File: src/skc_pkg.sv
// shared types, codes and helpers for the sorted key cache
`timescale 1ns / 1ps
`default_nettype none
package skc_pkg;

  localparam int Capacity = 32;
  localparam int IdxW     = $clog2(Capacity);
  localparam int CntW     = $clog2(Capacity + 1);
  localparam int KeyW     = 32;
  localparam int TallyW   = 17;

  // one stored table entry
  typedef struct packed {
    logic [KeyW-1:0] key;
    logic [31:0]     handle;
    logic [31:0]     stamp;
    logic            busy;
  } entry_t;

  localparam int EntryW = $bits(entry_t);

  typedef enum logic [2:0] {
    FN_LOOKUP  = 3'd0,
    FN_RELEASE = 3'd1,
    FN_REL_ALL = 3'd2,
    FN_SETBUSY = 3'd3,
    FN_VISIT   = 3'd4
  } func_t;

  typedef enum logic [3:0] {
    K_HIT      = 4'd0,
    K_INSERTED = 4'd1,
    K_FULL     = 4'd2,
    K_BADKEY   = 4'd3,
    K_NOTFOUND = 4'd4,
    K_RELEASED = 4'd5,
    K_EVICTED  = 4'd6,
    K_VISITED  = 4'd7,
    K_DONE     = 4'd8
  } kind_t;

  typedef enum logic [1:0] {
    REG_BALANCE = 2'd0,
    REG_PERIOD  = 2'd1,
    REG_IDLE    = 2'd2
  } reg_idx_t;

  typedef enum logic [3:0] {
    ST_IDLE, ST_S_RD, ST_S_CHK, ST_DECIDE, ST_SH_RD, ST_SH_WR, ST_BAL,
    ST_CNT_RD, ST_CNT_CHK, ST_SW_RD, ST_SW_CHK, ST_SC_RD, ST_SC_CHK,
    ST_DEL_RD, ST_DEL_WR, ST_EMIT
  } state_t;

  // idle test with a wrapping tick counter
  function automatic logic evict_ok(entry_t e, logic [31:0] now, logic [30:0] max_idle);
    logic [31:0] age;
    age = now - e.stamp;
    return !e.busy && (age >= {1'b0, max_idle});
  endfunction

endpackage
`default_nettype wire

File: src/skc_ram.sv
// simple dual port memory with registered read data
`timescale 1ns / 1ps
`default_nettype none
module skc_ram #(
  parameter int WIDTH = 8,
  parameter int DEPTH = 32
) (
  input  wire                     clk,
  input  wire                     wr_en,
  input  wire [$clog2(DEPTH)-1:0] wr_addr,
  input  wire [WIDTH-1:0]         wr_data,
  input  wire                     rd_en,
  input  wire [$clog2(DEPTH)-1:0] rd_addr,
  output logic [WIDTH-1:0]        rd_data
);

  logic [WIDTH-1:0] mem [DEPTH];

  // write port
  always_ff @(posedge clk) begin
    if (wr_en) begin
      mem[wr_addr] <= wr_data;
    end
  end

  // read port
  always_ff @(posedge clk) begin
    if (rd_en) begin
      rd_data <= mem[rd_addr];
    end
  end

endmodule
`default_nettype wire

File: src/sorted_key_cache_with_idle_sweep.sv
// Sorted key cache with idle sweep: usage notes
// Input channel s_*: one operation per transfer; tuser carries the function
// code, tdata the key, handle, current tick and busy request.
// Output channel m_*: one or more results per operation; tlast marks the
// final one. tuser carries the result kind.
// Configuration: cfg_wr_en writes cfg_data into register cfg_index
// (0 balance count, 1 check period, 2 max idle) at the clock edge.
// Timing: the table lives in one memory with one read and one write a cycle
// and registered read data; a table walk reads each entry and then checks
// it, and every result it sends passes through the emit state.
// A lookup, key release or set busy walks the table up to its key's position
// before its result; an insert then moves the entries above the position up,
// and a release moves the entries after it down once its result is out.
// Release all and visit walk every entry. A sweep adds a counting pass and
// a compacting pass, with one result per eviction.
// One operation is in work at a time; s_tready is high only between them.
// Results go out through an output register; a stalled receiver holds the
// walk at the next result, and nothing is lost.
// Reset empties the table, clears the access tally and loads the default
// register values; no clearing pass is needed.
`timescale 1ns / 1ps
`default_nettype none
module sorted_key_cache_with_idle_sweep (
  input  wire          clk,
  input  wire          rst,
  // tdata: key[31:0], handle[63:32], now[95:64], busy_req[96], zero fill
  input  wire  [103:0] s_tdata,
  // tuser: func[2:0]
  input  wire  [2:0]   s_tuser,
  input  wire          s_tvalid,
  output logic         s_tready,
  // tdata: out_key[31:0], out_handle[63:32], position[68:64],
  // entry_count[74:69], zero fill
  output logic [79:0]  m_tdata,
  // tuser: kind[3:0]
  output logic [3:0]   m_tuser,
  output logic         m_tlast,
  output logic         m_tvalid,
  input  wire          m_tready,
  input  wire          cfg_wr_en,
  input  wire  [1:0]   cfg_index,
  input  wire  [30:0]  cfg_data
);
  import skc_pkg::*;

  state_t state, state_next, ret, ret_next;
  logic [CntW-1:0] idx, idx_next, jdx, jdx_next, kept, kept_next;
  logic [CntW-1:0] ev, ev_next, used, used_next, fin, fin_next;
  logic [TallyW-1:0] tally, tally_next, tally_inc;
  logic found, found_next;
  entry_t ent, ent_next;
  func_t op, op_next;
  logic [KeyW-1:0] in_key, in_key_next;
  logic [31:0] in_handle, in_handle_next, in_now, in_now_next;
  logic in_busy, in_busy_next;
  kind_t res_kind, res_kind_next;
  logic [KeyW-1:0] res_key, res_key_next;
  logic [31:0] res_handle, res_handle_next;
  logic [IdxW-1:0] res_pos, res_pos_next;
  logic res_last, res_last_next;
  logic [5:0] balance_count;
  logic [15:0] check_period;
  logic [30:0] max_idle;

  logic ram_we, ram_re;
  logic [IdxW-1:0] ram_waddr, ram_raddr;
  entry_t ram_wdata, rd_ent;
  logic [EntryW-1:0] rd_raw;
  logic slot_free, rd_evict, sweep_due, above_bal;
  logic [CntW-1:0] jdx_inc, jdx_dec;

  skc_ram #(.WIDTH(EntryW), .DEPTH(Capacity)) u_ram (
    .clk     (clk),
    .wr_en   (ram_we),
    .wr_addr (ram_waddr),
    .wr_data (ram_wdata),
    .rd_en   (ram_re),
    .rd_addr (ram_raddr),
    .rd_data (rd_raw)
  );

  // shared terms
  assign rd_ent    = entry_t'(rd_raw);
  assign slot_free = !m_tvalid || m_tready;
  assign s_tready  = (state == ST_IDLE);
  assign rd_evict  = evict_ok(rd_ent, in_now, max_idle);
  assign tally_inc = (&tally) ? tally : tally + 1'b1;
  assign above_bal = (6'(used) > balance_count);
  assign sweep_due = above_bal && (tally_inc > TallyW'(check_period));
  assign jdx_inc   = jdx + 1'b1;
  assign jdx_dec   = jdx - 1'b1;

  // next state
  always_comb begin
    state_next = state;
    unique case (state)
      ST_IDLE: begin
        if (s_tvalid) begin
          unique case (s_tuser)
            FN_LOOKUP:  state_next = (s_tdata[31:0] == '0) ? ST_EMIT : ST_S_RD;
            FN_RELEASE, FN_SETBUSY: state_next = ST_S_RD;
            FN_REL_ALL, FN_VISIT:   state_next = ST_SC_RD;
            default:    state_next = ST_IDLE;
          endcase
        end
      end
      ST_S_RD:    state_next = (idx == used) ? ST_DECIDE : ST_S_CHK;
      ST_S_CHK:   state_next = (rd_ent.key < in_key) ? ST_S_RD : ST_DECIDE;
      ST_DECIDE: begin
        if (op == FN_LOOKUP && found) begin
          state_next = ST_BAL;
        end else if (op == FN_LOOKUP && used != CntW'(Capacity)) begin
          state_next = ST_SH_RD;
        end else begin
          state_next = ST_EMIT;
        end
      end
      ST_SH_RD:   state_next = (jdx == idx) ? ST_BAL : ST_SH_WR;
      ST_SH_WR:   state_next = ST_SH_RD;
      ST_BAL:     state_next = sweep_due ? ST_CNT_RD : ST_EMIT;
      ST_CNT_RD:  state_next = (jdx == used) ? ST_EMIT : ST_CNT_CHK;
      ST_CNT_CHK: state_next = ST_CNT_RD;
      ST_SW_RD:   state_next = (jdx == used) ? ST_IDLE : ST_SW_CHK;
      ST_SW_CHK:  state_next = rd_evict ? ST_EMIT : ST_SW_RD;
      ST_SC_RD:   state_next = (jdx == used) ? ST_EMIT : ST_SC_CHK;
      ST_SC_CHK: begin
        state_next = (op == FN_REL_ALL || rd_ent.handle != '0) ? ST_EMIT : ST_SC_RD;
      end
      ST_DEL_RD:  state_next = (jdx_inc >= used) ? ST_IDLE : ST_DEL_WR;
      ST_DEL_WR:  state_next = ST_DEL_RD;
      ST_EMIT:    state_next = slot_free ? ret : ST_EMIT;
      default:    state_next = ST_IDLE;
    endcase
  end

  // datapath and memory control
  always_comb begin
    ret_next = ret;          idx_next = idx;        jdx_next = jdx;
    kept_next = kept;        ev_next = ev;          used_next = used;
    fin_next = fin;          tally_next = tally;    found_next = found;
    ent_next = ent;          op_next = op;          in_key_next = in_key;
    in_handle_next = in_handle; in_now_next = in_now; in_busy_next = in_busy;
    res_kind_next = res_kind; res_key_next = res_key; res_handle_next = res_handle;
    res_pos_next = res_pos;  res_last_next = res_last;
    ram_we = 1'b0; ram_waddr = idx[IdxW-1:0]; ram_wdata = ent;
    ram_re = 1'b0; ram_raddr = jdx[IdxW-1:0];
    unique case (state)
      ST_IDLE: begin
        if (s_tvalid) begin
          op_next = func_t'(s_tuser);
          in_key_next = s_tdata[31:0];
          in_handle_next = s_tdata[63:32];
          in_now_next = s_tdata[95:64];
          in_busy_next = s_tdata[96];
          idx_next = '0;
          jdx_next = '0;
          fin_next = (s_tuser == FN_REL_ALL) ? '0 : used;
          res_kind_next = K_BADKEY;
          res_key_next = '0;
          res_handle_next = '0;
          res_pos_next = '0;
          res_last_next = 1'b1;
          ret_next = ST_IDLE;
        end
      end
      ST_S_RD: begin
        if (idx == used) begin
          found_next = 1'b0;
        end else begin
          ram_re = 1'b1;
          ram_raddr = idx[IdxW-1:0];
        end
      end
      ST_S_CHK: begin
        ent_next = rd_ent;
        if (rd_ent.key < in_key) begin
          idx_next = idx + 1'b1;
        end else begin
          found_next = (rd_ent.key == in_key);
        end
      end
      ST_DECIDE: begin
        res_key_next = in_key;
        res_last_next = 1'b1;
        ret_next = ST_IDLE;
        if (found) begin
          res_kind_next = (op == FN_RELEASE) ? K_RELEASED : K_HIT;
          res_handle_next = ent.handle;
          res_pos_next = idx[IdxW-1:0];
          if (op == FN_LOOKUP) begin
            ram_we = 1'b1;
            ram_wdata = '{key: ent.key, handle: ent.handle, stamp: in_now, busy: ent.busy};
          end else if (op == FN_SETBUSY) begin
            ram_we = 1'b1;
            ram_wdata = '{key: ent.key, handle: ent.handle, stamp: ent.stamp, busy: in_busy};
          end else begin
            fin_next = used - 1'b1;
            jdx_next = idx;
            ret_next = ST_DEL_RD;
          end
        end else if (op == FN_LOOKUP) begin
          if (used == CntW'(Capacity)) begin
            res_kind_next = K_FULL;
          end else begin
            res_kind_next = K_INSERTED;
            res_handle_next = in_handle;
            res_pos_next = idx[IdxW-1:0];
            jdx_next = used;
          end
        end else begin
          res_kind_next = K_NOTFOUND;
        end
      end
      // open a gap at the insert position, moving from the top down
      ST_SH_RD: begin
        if (jdx == idx) begin
          ram_we = 1'b1;
          ram_wdata = '{key: in_key, handle: in_handle, stamp: in_now, busy: 1'b0};
          used_next = used + 1'b1;
        end else begin
          ram_re = 1'b1;
          ram_raddr = jdx_dec[IdxW-1:0];
        end
      end
      ST_SH_WR: begin
        ram_we = 1'b1;
        ram_waddr = jdx[IdxW-1:0];
        ram_wdata = rd_ent;
        jdx_next = jdx_dec;
      end
      ST_BAL: begin
        if (above_bal) begin
          tally_next = tally_inc;
        end
        fin_next = used;
        jdx_next = '0;
        ev_next = '0;
      end
      // first sweep pass only counts evictions
      ST_CNT_RD: begin
        if (jdx == used) begin
          tally_next = '0;
          fin_next = used - ev;
          res_last_next = (ev == '0);
          ret_next = (ev == '0) ? ST_IDLE : ST_SW_RD;
          jdx_next = '0;
          kept_next = '0;
        end else begin
          ram_re = 1'b1;
        end
      end
      ST_CNT_CHK: begin
        if (rd_evict) begin
          ev_next = ev + 1'b1;
        end
        jdx_next = jdx_inc;
      end
      ST_SW_RD: begin
        if (jdx == used) begin
          used_next = kept;
        end else begin
          ram_re = 1'b1;
        end
      end
      // second pass reports evictions and compacts survivors
      ST_SW_CHK: begin
        jdx_next = jdx_inc;
        if (rd_evict) begin
          res_kind_next = K_EVICTED;
          res_key_next = rd_ent.key;
          res_handle_next = rd_ent.handle;
          res_pos_next = jdx[IdxW-1:0];
          res_last_next = (ev == CntW'(1));
          ev_next = ev - 1'b1;
          ret_next = ST_SW_RD;
        end else begin
          ram_we = 1'b1;
          ram_waddr = kept[IdxW-1:0];
          ram_wdata = rd_ent;
          kept_next = kept + 1'b1;
        end
      end
      ST_SC_RD: begin
        if (jdx == used) begin
          res_kind_next = K_DONE;
          res_key_next = '0;
          res_handle_next = '0;
          res_pos_next = '0;
          res_last_next = 1'b1;
          ret_next = ST_IDLE;
          if (op == FN_REL_ALL) begin
            used_next = '0;
            tally_next = '0;
          end
        end else begin
          ram_re = 1'b1;
        end
      end
      ST_SC_CHK: begin
        jdx_next = jdx_inc;
        res_kind_next = (op == FN_REL_ALL) ? K_RELEASED : K_VISITED;
        res_key_next = rd_ent.key;
        res_handle_next = rd_ent.handle;
        res_pos_next = jdx[IdxW-1:0];
        res_last_next = 1'b0;
        ret_next = ST_SC_RD;
      end
      // close the gap left by a released key
      ST_DEL_RD: begin
        if (jdx_inc >= used) begin
          used_next = used - 1'b1;
        end else begin
          ram_re = 1'b1;
          ram_raddr = jdx_inc[IdxW-1:0];
        end
      end
      ST_DEL_WR: begin
        ram_we = 1'b1;
        ram_waddr = jdx[IdxW-1:0];
        ram_wdata = rd_ent;
        jdx_next = jdx_inc;
      end
      ST_EMIT: ;
      default: ;
    endcase
  end

  // control registers
  always_ff @(posedge clk) begin
    if (rst) begin
      state <= ST_IDLE;
      ret <= ST_IDLE;
      used <= '0;
      tally <= '0;
      m_tvalid <= 1'b0;
    end else begin
      state <= state_next;
      ret <= ret_next;
      used <= used_next;
      tally <= tally_next;
      if (state == ST_EMIT && slot_free) begin
        m_tvalid <= 1'b1;
      end else if (m_tready) begin
        m_tvalid <= 1'b0;
      end
    end
  end

  // configuration registers
  always_ff @(posedge clk) begin
    if (rst) begin
      balance_count <= 6'd16;
      check_period <= 16'd64;
      max_idle <= 31'd100000;
    end else if (cfg_wr_en) begin
      case (cfg_index)
        REG_BALANCE: balance_count <= cfg_data[5:0];
        REG_PERIOD:  check_period <= cfg_data[15:0];
        REG_IDLE:    max_idle <= cfg_data;
        default: ;
      endcase
    end
  end

  // working and result registers
  always_ff @(posedge clk) begin
    idx <= idx_next;       jdx <= jdx_next;       kept <= kept_next;
    ev <= ev_next;         fin <= fin_next;       found <= found_next;
    ent <= ent_next;       op <= op_next;         in_key <= in_key_next;
    in_handle <= in_handle_next; in_now <= in_now_next; in_busy <= in_busy_next;
    res_kind <= res_kind_next; res_key <= res_key_next;
    res_handle <= res_handle_next; res_pos <= res_pos_next;
    res_last <= res_last_next;
    if (state == ST_EMIT && slot_free) begin
      m_tuser <= res_kind;
      m_tdata <= {5'd0, fin, res_pos, res_handle, res_key};
      m_tlast <= res_last;
    end
  end

`ifndef ASSERT_OFF
  a_used_bound: assert property (@(posedge clk) disable iff (rst)
    used <= CntW'(Capacity)) else $error("entry count above capacity");
  a_idle_no_write: assert property (@(posedge clk) disable iff (rst)
    state == ST_IDLE |-> !ram_we) else $error("memory write while idle");
  a_compact_order: assert property (@(posedge clk) disable iff (rst)
    state == ST_SW_CHK |-> kept <= jdx) else $error("compaction overtakes scan");
  a_evict_budget: assert property (@(posedge clk) disable iff (rst)
    (state == ST_SW_CHK && rd_evict) |-> ev != '0) else $error("extra eviction");
`endif

endmodule
`default_nettype wire

File: config.mk
export PLATFORM = sky130hd
export DESIGN_NAME = sorted_key_cache_with_idle_sweep
export DESIGN_NICKNAME = d
export VERILOG_FILES = /design/src/skc_pkg.sv /design/src/skc_ram.sv /design/src/sorted_key_cache_with_idle_sweep.sv
export SDC_FILE = /design/constraint.sdc
export NUM_CORES = 2
export LEC_CHECK = 0
export ABC_AREA = 0
export BUFFER_PORTS_ARGS = -buffer_cell sky130_fd_sc_hd__buf_2
export CAP_MARGIN = 10
export CORE_ASPECT_RATIO = 2
export CORE_MARGIN = 4
export CORE_UTILIZATION = 51
export CTS_BUF_LIST = sky130_fd_sc_hd__clkbuf_16
export DETAILED_ROUTE_END_ITERATION = 8
export GPL_TIMING_DRIVEN = 0
export HOLD_SLACK_MARGIN = 0.03
export PLACE_DENSITY = 0.69
export SLEW_MARGIN = 20
export SYNTH_ARGS = -nofsm -noshare
export SYNTH_HDL_FRONTEND = slang
export SYNTH_HIERARCHICAL = 1
export SYNTH_SLANG_ARGS = --single-unit
File: constraint.sdc
create_clock -name clk -period 10.1 [get_ports clk]
set_input_delay 2.02 -clock clk [delete_from_list [all_inputs] [get_ports clk]]
set_output_delay 2.02 -clock clk [all_outputs]
set_load 0.02 [all_outputs]
==> flow_metrics.env <==
export IMPL_finalWorstSetupSlack_ps=296
export IMPL_final_hold_viol_count=0
export IMPL_clock_sinks=3667
export IMPL_antenna_found_initial=42
export IMPL_final_common_cell="edfxtp_1"
export IMPL_synthArstFlopShare_pct=0
export IMPL_wl_met2_um=248000
export IMPL_synth_edf_count=3583
export IMPL_cts_hold_buf=0
export IMPL_r2r_setup_slack_ps=300
export IMPL_cts_root_buf="clkbuf_16"
export IMPL_final_cell_mix="3583 x edfxtp_1, 814 x mux2i_1, 611 x a22oi_1, 389 x mux4_2, 373 x buf_2"
export IMPL_die_x_um=386
export IMPL_whs_endpoint="m_tdata[27]"
export IMPL_clock_latency_ps=960
export IMPL_core_um2=285000
export IMPL_critPathCaptureType="register"
export IMPL_drtAntennaViolNets=0
export IMPL_fmax_mhz=102
export IMPL_seqCellArea_um2=109000
export IMPL_fp_dieArea_um2=295000
export IMPL_drive_above_1_share_pct=20.0
export IMPL_yosysTopAreaCellShare_pct=73.8
export IMPL_portBuffers=219
export IMPL_min_delay_start="res_key[27]"
export IMPL_drv_slew=0
export IMPL_p_leak_nw=55.8
export IMPL_routed_wl_um=507000
export IMPL_r2r_end="u_ram/mem[21][1]"
export IMPL_gp_congestion=0.970
export IMPL_timing_final_crit_share_pct=97.1
export IMPL_firstDrtPassIters=7
export IMPL_synth_cells=8074
export IMPL_fin_setup_tns_ps=0
export IMPL_hold_depth=0
export IMPL_grt_first_pass_wirelength_um=686000
export IMPL_worstHoldPathType="reg2reg"
export IMPL_cts_resized_gates=0
export IMPL_crit_slowest_cell="nor2_4"
export IMPL_die_y_um=764
export IMPL_syn_area_um2=146000
export IMPL_routed_wl_met3_um=51400
export IMPL_dpl_hpwl_um=372000
export IMPL_grt_total_usage_pct=34.2
export IMPL_crit_path_start_kind="register"
export IMPL_top_layer="met5"
export IMPL_fin_cells=13000
export IMPL_worst_pin_slew_ps=1320
export IMPL_clk_pin_slew_ps=70
export IMPL_cts_tree="done"
export IMPL_avgSynthCellArea_um2=18.1
export IMPL_slew_headroom_pct=10.9
export IMPL_seq_area_frac_synth_pct=75.0
export IMPL_ys_types=79
export IMPL_crit_buf_inv=8
export IMPL_cts_buffer_depth=4
export IMPL_path_max_fanout=17
export IMPL_rr_worst_depth=28
export IMPL_ys_ff_latch=3667
export IMPL_fillers=20200
export IMPL_numCtsBuffers=317
export IMPL_nNetsFinal=9230
export IMPL_ir_drop_uv=433
export IMPL_cp_top_family="compound AO/OA/AOI/OAI gates"
export IMPL_vias_per_cell=6.67
export IMPL_htreeDepth=5
export IMPL_floorplan_initialDensity_pct=51.2
export IMPL_num_io_pins=232
export IMPL_run_status="finished, final reports clean"
export IMPL_period_needed_ps=9800
export IMPL_cpMostUsedCell="a21oi_1"
export IMPL_rsz0062_at_grt="no"
export IMPL_place_ws_ps=829
export IMPL_multi_input_area_um2=34600
export IMPL_met1_length_um=154000
export IMPL_skew_ps=90.6
export IMPL_yosys_warnings=6
export IMPL_cp_required_ps=10690
export IMPL_synthTopCellsByArea="edfxtp_1 74%, mux4_2 6.0%, mux2i_1 5.6%"
export IMPL_critPathKind="reg2reg"
export IMPL_grt_max_degree=64
export IMPL_via_count=86700
export IMPL_syn_to_final_growth_pct=16.5
export IMPL_rows=277
export IMPL_power_density_nw_per_um2=349
export IMPL_crit_arrival_ps=10390
export IMPL_dp_cells=12400
export IMPL_post_cts_setup_buffers=0
export IMPL_reg2reg_from="in_now[0]"
export IMPL_drv_cap=0
export IMPL_grt_overflow=0
export IMPL_yosys_area_top_type="edfxtp_1"
export IMPL_setup_viol=0
export IMPL_post_drt_wl_per_cell_um=39.1
export IMPL_synth_main_ff_cell="edfxtp_1"
export IMPL_post_route_drc_count=0
export IMPL_grt_pass1_vias=86800
export IMPL_max_stage_delay_ps=830
export IMPL_drt_iter0_drc=11600
## Yosys cell counts (all sizes together) (5+ instances only)
cell / n
and3: 16
dfxtp: 84
a311oi: 7
nor2: 152
a221o: 8
a22oi: 613
edfxtp: 3583
a211o: 16
a21oi: 171
nor2b: 29
nand3b: 8
nand2: 253
nor3b: 5
xnor2: 58
nand2b: 20
or4: 5
a2111oi: 7
a222oi: 6
ha: 138
nor4: 24
nor3: 41
buf: 245
nand4: 69
o22ai: 6
or2: 13
o211ai: 25
and4: 7
a211oi: 19
inv: 154
nand3: 338
or3: 8
a32oi: 5
a21o: 30
o21a: 17
and2: 19
mux2i: 814
o221ai: 6
clkbuf: 224
o21bai: 6
a22o: 60
mux4: 389
xor2: 29
o21ai: 226
a31oi: 74
## per-stage QoR
stage / hold slack [ps] / util (%) / power [mW] / instance area, µm²
floorplan: 400 / - / 34.3 / 146000
global placement: 403 / 53.3 / 45.0 / 152000
detailed placement: 405 / 56.1 / 46.1 / 160000
CTS: 420 / 59.6 / 58.3 / 170000
global route: 425 / 59.7 / 60.5 / 170000
finish: 420 / 59.7 / 59.2 / 170000
## area by class of cell
type / instances / share of cell area (%)
well taps: 3766 / 2.77
clock buffers: 323 / 4.76
repair buffers: 548 / 4.72
diodes: 32 / 0.0472
inverters: 154 / 0.343
flip-flops and latches: 3667 / 64.3
multi-input cells: 3788 / 20.4
clock inverters: 236 / 1.22
plain buffers: 469 / 1.39
## cell families (layout without fill, tap and decap cells)
| kind of cell | count (synthesis) | count (layout) | synth area share (%) |
|---|---|---|---|
| and+or+nand+nor | 1015 | 1015 | 3.40 |
| adders and majority gates | 140 | 140 | 1.21 |
| xor gates and xnor gates | 87 | 87 | 0.523 |
| other | 1 | 37 | 0.00257 |
| AOI/OAI and AO/OA | 1335 | 1335 | 6.28 |
| muxes | 1206 | 1206 | 11.6 |
| buffers and inverters | 623 | 1730 | 1.99 |
| DFF | 3667 | 3667 | 75.0 |
## flip-flops by register name, summed over array words and instances, names as in the netlist, 5 cells and up
| name | flops |
|---|---|
| m_tdata | 75 |
| used | 6 |
| in_key | 32 |
| res_key | 32 |
| tally | 17 |
| fin | 6 |
| jdx | 6 |
| in_handle | 32 |
| u_ram/rd_data | 97 |
| ent | 97 |
| balance_count | 6 |
| res_pos | 5 |
| ev | 6 |
| res_handle | 32 |
| u_ram/mem | 3104 |
| check_period | 16 |
| idx | 6 |
| max_idle | 31 |
| kept | 6 |
| in_now | 32 |
## routing by layer
metal  GRT usage, %  vias to the layer above
met3           7.98                     1850
met4           29.0                       16
met2           56.3                     6336
li1               -                    34500
met1           37.2                    44000
met5              0                        -
## how the worst max path moves through the flow
stage	start	end	slack (ps)	cells past startpoint
after floorplan	in_now[0]	u_ram/mem[28][0]	310	26
after global placement	in_now[0]	u_ram/mem[24][11]	-9280	25
after detailed placement	in_now[0]	u_ram/mem[21][14]	830	28
after CTS	in_now[0]	u_ram/mem[21][8]	740	28
after global routing	in_now[0]	u_ram/mem[21][1]	340	28
final	in_now[0]	u_ram/mem[21][1]	300	28
## power by group
part	total (mW)	switching [mW]	internal, mW
sequential	20.3	0.753	19.6
clock	12.3	5.64	6.63
combinational	26.6	18.2	8.41
total	59.2	24.6	34.6
(Power assumes the default switching activity.)
